===== config.mk =====
export PLATFORM = sky130hd
export DESIGN_NAME = terminal_key_decode_cursor
export DESIGN_NICKNAME = d
export VERILOG_FILES = /design/src/design/tkd_pkg.sv /design/src/design/tkd_parser.sv /design/src/design/tkd_cursor.sv /design/src/design/terminal_key_decode_cursor.sv
export SDC_FILE = /design/constraint.sdc
export NUM_CORES = 1
export LEC_CHECK = 0
export BUFFER_PORTS_ARGS = -buffer_cell sky130_fd_sc_hd__clkbuf_2
export CAP_MARGIN = 0
export CORE_MARGIN = 4
export CORE_UTILIZATION = 55
export DETAILED_ROUTE_END_ITERATION = 7
export PLACE_DENSITY = 0.78
export REMOVE_ABC_BUFFERS = 1
export SETUP_SLACK_MARGIN = 0.5
export SLEW_MARGIN = 20
export SYNTH_ARGS = -nofsm -noshare
export SYNTH_HDL_FRONTEND = slang
export SYNTH_SLANG_ARGS = --single-unit

===== constraint.sdc =====
create_clock -name clk -period 3.4 [get_ports clk]
set_input_delay 0.17 -clock clk [delete_from_list [all_inputs] [get_ports clk]]
set_output_delay 0.17 -clock clk [all_outputs]
set_load 0.01 [all_outputs]

===== src/design/tkd_pkg.sv =====
// Shared types, key codes and decode tables for the terminal key decoder.
package tkd_pkg;

    localparam logic [8:0] KEY_ESC   = 9'd27;
    localparam logic [8:0] KEY_LEFT  = 9'd256;
    localparam logic [8:0] KEY_RIGHT = 9'd257;
    localparam logic [8:0] KEY_UP    = 9'd258;
    localparam logic [8:0] KEY_DOWN  = 9'd259;
    localparam logic [8:0] KEY_DEL   = 9'd260;
    localparam logic [8:0] KEY_HOME  = 9'd261;
    localparam logic [8:0] KEY_END   = 9'd262;
    localparam logic [8:0] KEY_PGUP  = 9'd263;
    localparam logic [8:0] KEY_PGDN  = 9'd264;
    localparam logic [8:0] KEY_CTRL_Q = 9'h011;

    localparam logic [7:0] CH_ESC     = 8'h1b;
    localparam logic [7:0] CH_BRACKET = 8'h5b;
    localparam logic [7:0] CH_OH      = 8'h4f;
    localparam logic [7:0] CH_TILDE   = 8'h7e;
    localparam logic [7:0] CH_ZERO    = 8'h30;
    localparam logic [7:0] CH_NINE    = 8'h39;
    localparam logic [7:0] CH_A       = 8'h41;
    localparam logic [7:0] CH_B       = 8'h42;
    localparam logic [7:0] CH_C       = 8'h43;
    localparam logic [7:0] CH_D       = 8'h44;
    localparam logic [7:0] CH_F       = 8'h46;
    localparam logic [7:0] CH_H       = 8'h48;
    localparam logic [7:0] CH_1       = 8'h31;
    localparam logic [7:0] CH_3       = 8'h33;
    localparam logic [7:0] CH_4       = 8'h34;
    localparam logic [7:0] CH_5       = 8'h35;
    localparam logic [7:0] CH_6       = 8'h36;
    localparam logic [7:0] CH_7       = 8'h37;
    localparam logic [7:0] CH_8       = 8'h38;

    localparam logic CFG_ROWS = 1'b0;
    localparam logic CFG_COLS = 1'b1;

    localparam logic [7:0] ROWS_RESET = 8'd24;
    localparam logic [7:0] COLS_RESET = 8'd80;

    typedef enum logic [5:0] {
        PH_IDLE    = 6'b000001,
        PH_ESC     = 6'b000010,
        PH_BRACKET = 6'b000100,
        PH_OH      = 6'b001000,
        PH_JUNK    = 6'b010000,
        PH_DIGIT   = 6'b100000
    } phase_t;

    typedef struct packed {
        logic       command;
        logic [7:0] in_byte;
    } in_req_t;

    typedef struct packed {
        logic [8:0] key_code;
        logic       quit_request;
        logic [7:0] cursor_col;
        logic [7:0] cursor_row;
    } out_req_t;

    typedef struct packed {
        logic       valid;
        logic [8:0] code;
    } key_event_t;

    function automatic logic [8:0] letter_key(input logic [7:0] b);
        logic [8:0] k;
        case (b)
            CH_A:    k = KEY_UP;
            CH_B:    k = KEY_DOWN;
            CH_C:    k = KEY_RIGHT;
            CH_D:    k = KEY_LEFT;
            CH_H:    k = KEY_HOME;
            CH_F:    k = KEY_END;
            default: k = KEY_ESC;
        endcase
        return k;
    endfunction

    function automatic logic [8:0] digit_key(input logic [7:0] d);
        logic [8:0] k;
        case (d) inside
            CH_1, CH_7: k = KEY_HOME;
            CH_3:       k = KEY_DEL;
            CH_4, CH_8: k = KEY_END;
            CH_5:       k = KEY_PGUP;
            CH_6:       k = KEY_PGDN;
            default:    k = KEY_ESC;
        endcase
        return k;
    endfunction

endpackage


===== src/design/tkd_parser.sv =====
// Escape sequence parser: phase state machine and held digit.
module tkd_parser (
    input  logic             clk,
    input  logic             rst_n,
    input  logic             step,
    input  tkd_pkg::in_req_t req,
    output tkd_pkg::key_event_t ev
);
    import tkd_pkg::*;

    phase_t     phase_reg, phase_next;
    logic [7:0] digit_reg, digit_next;

    always_comb
    begin
        phase_next = PH_IDLE;
        digit_next = digit_reg;
        ev.valid   = 1'b0;
        ev.code    = KEY_ESC;
        case (phase_reg)
            PH_IDLE:
            begin
                if (!req.command)
                begin
                    if (req.in_byte == CH_ESC)
                    begin
                        phase_next = PH_ESC;
                    end
                    else
                    begin
                        ev.valid = 1'b1;
                        ev.code  = {1'b0, req.in_byte};
                    end
                end
            end
            PH_ESC:
            begin
                if (req.command)
                begin
                    ev.valid = 1'b1;
                end
                else if (req.in_byte == CH_BRACKET)
                begin
                    phase_next = PH_BRACKET;
                end
                else if (req.in_byte == CH_OH)
                begin
                    phase_next = PH_OH;
                end
                else
                begin
                    phase_next = PH_JUNK;
                end
            end
            PH_BRACKET:
            begin
                if (req.command)
                begin
                    ev.valid = 1'b1;
                end
                else if (req.in_byte inside {[CH_ZERO:CH_NINE]})
                begin
                    digit_next = req.in_byte;
                    phase_next = PH_DIGIT;
                end
                else
                begin
                    ev.valid = 1'b1;
                    ev.code  = letter_key(req.in_byte);
                end
            end
            PH_OH:
            begin
                ev.valid = 1'b1;
                if (!req.command && (req.in_byte == CH_H || req.in_byte == CH_F))
                begin
                    ev.code = letter_key(req.in_byte);
                end
            end
            PH_DIGIT:
            begin
                ev.valid = 1'b1;
                if (!req.command && req.in_byte == CH_TILDE)
                begin
                    ev.code = digit_key(digit_reg);
                end
            end
            PH_JUNK:
            begin
                ev.valid = 1'b1;
            end
            default:
            begin
                phase_next = PH_IDLE;
            end
        endcase
    end

    always_ff @(posedge clk or negedge rst_n)
    begin
        if (!rst_n)
        begin
            phase_reg <= PH_IDLE;
            digit_reg <= 8'd0;
        end
        else if (step)
        begin
            phase_reg <= phase_next;
            digit_reg <= digit_next;
        end
    end

endmodule


===== src/design/tkd_cursor.sv =====
// Clamped cursor update and result formatting for each decoded key.
module tkd_cursor (
    input  logic                clk,
    input  logic                rst_n,
    input  logic                step,
    input  tkd_pkg::key_event_t ev,
    input  logic [7:0]          rows,
    input  logic [7:0]          cols,
    output tkd_pkg::out_req_t   result
);
    import tkd_pkg::*;

    logic [7:0] x_reg, x_next;
    logic [7:0] y_reg, y_next;
    logic [7:0] last_col;
    logic [7:0] last_row;

    assign last_col = (cols == 8'd0) ? 8'd0 : cols - 8'd1;
    assign last_row = (rows == 8'd0) ? 8'd0 : rows - 8'd1;

    always_comb
    begin
        x_next = x_reg;
        y_next = y_reg;
        case (ev.code)
            KEY_LEFT:  if (x_reg != 8'd0) x_next = x_reg - 8'd1;
            KEY_RIGHT: if (x_reg < last_col) x_next = x_reg + 8'd1;
            KEY_UP:    if (y_reg != 8'd0) y_next = y_reg - 8'd1;
            KEY_DOWN:  if (y_reg < last_row) y_next = y_reg + 8'd1;
            KEY_HOME:  x_next = 8'd0;
            KEY_END:   x_next = last_col;
            KEY_PGUP:  y_next = 8'd0;
            KEY_PGDN:  y_next = last_row;
            default:   x_next = x_reg;
        endcase
    end

    assign result.key_code     = ev.code;
    assign result.quit_request = (ev.code == KEY_CTRL_Q);
    assign result.cursor_col   = x_next;
    assign result.cursor_row   = y_next;

    always_ff @(posedge clk or negedge rst_n)
    begin
        if (!rst_n)
        begin
            x_reg <= 8'd0;
            y_reg <= 8'd0;
        end
        else if (step && ev.valid)
        begin
            x_reg <= x_next;
            y_reg <= y_next;
        end
    end

endmodule


===== src/design/terminal_key_decode_cursor.sv =====
// Top level of the terminal key decoder with its input stage and result register.
//
//  Channel | Handshake              | Payload
//  --------+------------------------+------------------------------------
//  byte    | byte_valid/byte_ready  | byte_data: command, in_byte
//  key     | key_valid/key_ready    | key_data: key_code, quit_request,
//          |                        |           cursor_col, cursor_row
//  cfg     | cfg_valid/cfg_ready    | cfg_index (0 rows, 1 cols), cfg_data
//
// One byte or timeout request is taken every cycle while the result is not stalled;
// the last byte of a key passes the input register and then the result register.
// Reset returns the parser to idle, the cursor to the origin and the screen
// size to 24 by 80. A stalled result holds the input stage, and the stage
// still takes a new request in the cycle that the result is taken.
module terminal_key_decode_cursor (
    input  logic              clk,
    input  logic              rst_n,
    input  logic              byte_valid,
    output logic              byte_ready,
    input  tkd_pkg::in_req_t  byte_data,
    output logic              key_valid,
    input  logic              key_ready,
    output tkd_pkg::out_req_t key_data,
    input  logic              cfg_valid,
    output logic              cfg_ready,
    input  logic              cfg_index,
    input  logic [7:0]        cfg_data
);
    import tkd_pkg::*;

    logic       stage_valid_reg, stage_valid_next;
    in_req_t    stage_data_reg;
    logic       out_valid_reg, out_valid_next;
    out_req_t   out_data_reg;
    logic [7:0] rows_reg;
    logic [7:0] cols_reg;
    logic       advance;
    key_event_t ev;
    out_req_t   result;

    assign advance    = stage_valid_reg && (!out_valid_reg || key_ready);
    assign byte_ready = !stage_valid_reg || advance;
    assign cfg_ready  = 1'b1;
    assign key_valid  = out_valid_reg;
    assign key_data   = out_data_reg;

    assign stage_valid_next = (byte_valid && byte_ready) ? 1'b1 :
                              (advance ? 1'b0 : stage_valid_reg);
    assign out_valid_next   = advance ? ev.valid : (out_valid_reg && !key_ready);

    tkd_parser u_parser (
        .clk   (clk),
        .rst_n (rst_n),
        .step  (advance),
        .req   (stage_data_reg),
        .ev    (ev)
    );

    tkd_cursor u_cursor (
        .clk    (clk),
        .rst_n  (rst_n),
        .step   (advance),
        .ev     (ev),
        .rows   (rows_reg),
        .cols   (cols_reg),
        .result (result)
    );

    always_ff @(posedge clk or negedge rst_n)
    begin
        if (!rst_n)
        begin
            stage_valid_reg <= 1'b0;
            out_valid_reg   <= 1'b0;
            rows_reg        <= ROWS_RESET;
            cols_reg        <= COLS_RESET;
        end
        else
        begin
            stage_valid_reg <= stage_valid_next;
            out_valid_reg   <= out_valid_next;
            if (cfg_valid)
            begin
                case (cfg_index)
                    CFG_ROWS: rows_reg <= cfg_data;
                    CFG_COLS: cols_reg <= cfg_data;
                    default:  rows_reg <= rows_reg;
                endcase
            end
        end
    end

    always_ff @(posedge clk)
    begin
        if (byte_valid && byte_ready)
        begin
            stage_data_reg <= byte_data;
        end
        if (advance && ev.valid)
        begin
            out_data_reg <= result;
        end
    end

endmodule


==> impl_metrics.yaml <==
run_status:
  outcome: "complete, but fails checks"
  failed_checks: "negative setup slack"
final_layout:
  largest_reg_flops: 26
  finalNonFillerCells: 842
  syn2layout_area_growth_pct: 26.22
  final_cell_mix: "buf_4 (56), nand2_1 (53), clkbuf_2 (50), dfrtp_1 (43), nor2_1 (42)"
  antenna_cells: 0
  fin_nets: 750
  drive_gt1_share_pct: 33.57
  final_common_cell: "buf_4"
timing:
  finalSetupViolCount: 13
  fin_setup_tns_ps: -798.0
  hold_viol: 0
  clock_skew_ps: 14.26
  setup_ws_ps: -203.6
  relSlewSlack_pct: 46.43
  slew_viol_final: 0
  hold-worst-slack_ps: 38.12
  max_freq_ghz: 0.2775
  tightest_slew_ps: 803.6
  finalCritPeriodShare_pct: 106.0
  finalCriticalPeriod_ps: 3604
  rsz0062_at_grt: "true"
die:
  ios: 52
  num_rows: 36
  die_y_um: 108.9
  dieArea_um2: 11860
  die_w_um: 108.9
  core_area_um2: 9864
  initial_core_util_pct: 56.75
clock_network:
  cts-root-buf: "clkbuf_8"
  cts_tree: "done"
  numClockSinks: 83
  cts_buffers: 9
  clk_pin_slew_ps: 90
  clk_latency_ps: 380
  htree_levels: 3
  clock_path_buffers: 2
setup_path:
  crit_chain: "buf_6 > or4_4 > nor2_4 > xor2_1 > nand2_1 > ha_4 > nand4_1 > o21bai_1 > a221oi_2 > buf_4 > nand4_1 > nor2_2 > buf_4 > a221o_1 > a21oi_2 > a22oi_1"
  path_max_fanout: 4
  worst-endpoint-arrival_ps: 3710
  crit_path_end_kind: "register"
  crit_buf_inv: 3
  slowest_delay_ps: 560
  worstSetupStartpointType: "register"
  crit_path_top_delay_cell: "or4_4"
  crit_type: "register to register"
  crit_required_ps: 3510
  worst_path_dominant_cell_family: "simple AND/OR/NAND/NOR gates"
pwr:
  power.net_switching_uw: 833.5
  intPower_mw: 1.771
  netSwitchingFraction_pct: 32.00
  clockPowerShare_pct: 27.5
  ir_drop_v: 0.0003630
  p_per_area_nw_per_um2: 368.6
  p_leak_nw: 2.880
  seqPwrFrac_pct: 45.1
  power_frac_comb_pct: 27.4
yosys:
  avgSynthCellArea_um2: 9.345
  syn-cell-area_um2: 5598
  synth-edff-count: 35
  postSynth.asyncResetShare_pct: 57.83
  yosysSeqAreaShare_pct: 40.34
  yosys-top-cells-area: "dfrtp_1 (19%), edfxtp_1 (19%), ha_1 (5.1%)"
  synth_seq_cells: 83
  ys.flop_type: "dfrtp_1"
  yosys.area.top_type: "dfrtp_1"
  synth.top_cell.area_share_pct: 19.22
  syn_inst: 599
  yosys_warnings: 0
  ys_types: 78
drt:
  drtIter0Drc: 327
  ant_nets: 0
  wl_per_cell_um: 18.21
  drt-total-wl_mm: 15.33
  drc: 0
  first_pass_iters: 5
  vias: 5143
  avgViaCountPerCell: 6.108
global_route:
  grt-ovfl-total: 0
  grt_pass1_wl_mm: 24.70
  grt_pass1_vias: 5021
  antenna_found_initial: 0
  grt_max_degree: 33
  grtUsageTotal_pct: 26.82
placement:
  place_congestion: 0.9734
  io_buffers: 50
  dp_hpwl_mm: 10.75
  dp_slack_ps: -272.9
  dp_cells: 797
min_path:
  hold_class: "input port to register"
job:
  maxCapViolCount: 0
[kinds of logic after synthesis]
| logic type | synth area share, % |
|---|---|
| XOR/XNOR | 3.286 |
| AND/OR/NAND/NOR | 25.46 |
| adder cells (fa/ha/maj) | 5.141 |
| AO/OA/AOI/OAI | 17.10 |
| flip-flops | 40.34 |
| multiplexers | 4.895 |
| other | 0.06699 |
| buffers and inverters | 3.710 |
[power by group through the flow]
stage / registers, mW / clock network [mW] / logic, mW
final: 1.17 / 0.717 / 0.714
after detailed placement: 1.18 / 0 / 0.577
after floorplan: 1.19 / 0 / 0.301
after global placement: 1.18 / 0 / 0.556
after global routing: 1.18 / 0.783 / 0.774
after CTS: 1.17 / 0.735 / 0.638
[area by class of cell]
cell class / instances / area, um^2
Clock buffer: 10 / 148.9
Clock inverter: 6 / 50.05
Fill cell: 702 / 2799
Inverter: 19 / 71.32
Multi-Input combinational cell: 468 / 3513
Sequential cell: 83 / 2258
Tap cell: 133 / 166.4
Timing Repair Buffer: 123 / 857.1
[stage by stage]
step                      cell area, um^2  total power [mW]  util, %
after floorplan                      5461             1.491        -
after global placement               6227             1.736    63.13
after detailed placement             6227             1.760    63.13
after CTS                            6807             2.541    69.00
after global routing                 7066             2.738    71.63
final                                7066             2.604    71.63
[worst register-to-register path, cell delays in order (launching register included)]
cell and delay (ps):
dfrtp_1 410, buf_6 120, or4_4 560, nor2_4 120, xor2_1 150, nand2_1 150, ha_4 300, nand4_1 130
o21bai_1 210, a221oi_2 60, buf_4 170, nand4_1 160, nor2_2 80, buf_4 130, a221o_1 300, a21oi_2 170
a22oi_1 90
[worst paths after layout]
kind / depth (start not counted) / startpoint / slack, ps / to
max: 16 / cols_reg[1] / -200 / key_data[14]
min in group asynchronous: 2 / rst_n / 290 / u_cursor.y_reg[4]
min reg2reg: 1 / u_parser.digit_reg[7] / 520 / u_parser.digit_reg[7]
max reg2reg: 16 / cols_reg[1] / -200 / key_data[14]
min: 2 / cfg_data[2] / 40 / rows_reg[2]
max in group asynchronous: 3 / rst_n / 2260 / cols_reg[4]
[layer usage]
metal	global-route usage, %	vias to the layer above	wire length (um)
li1	-	2450	-
met1	35.18	2465	6567
met2	43.20	198	7440
met3	5.269	30	968
met4	11.63	0	358
met5	0	-	0
[what timing repair did]
action | 4_1_cts | 5_1_grt
pin swaps | 26 | 33
setup endpoints to repair | 32 | 32
hold buffers | 11 | 0
setup buffers | 8 | 10
hold endpoints to repair | 26 | 0
resized for setup | 50 | 30
[cells in the mapped netlist (13+ instances only)]
| cell type | n |
|---|---|
| a21oi_1 | 29 |
| clkbuf_1 | 20 |
| dfrtp_1 | 43 |
| edfxtp_1 | 35 |
| ha_1 | 23 |
| inv_1 | 19 |
| mux2_2 | 19 |
| nand2_1 | 57 |
| nand2b_1 | 15 |
| nand4_1 | 13 |
| nor2_1 | 49 |
| nor3_1 | 29 |
| o21ai_0 | 28 |
Note: power is estimated with default switching activity, not from simulation.
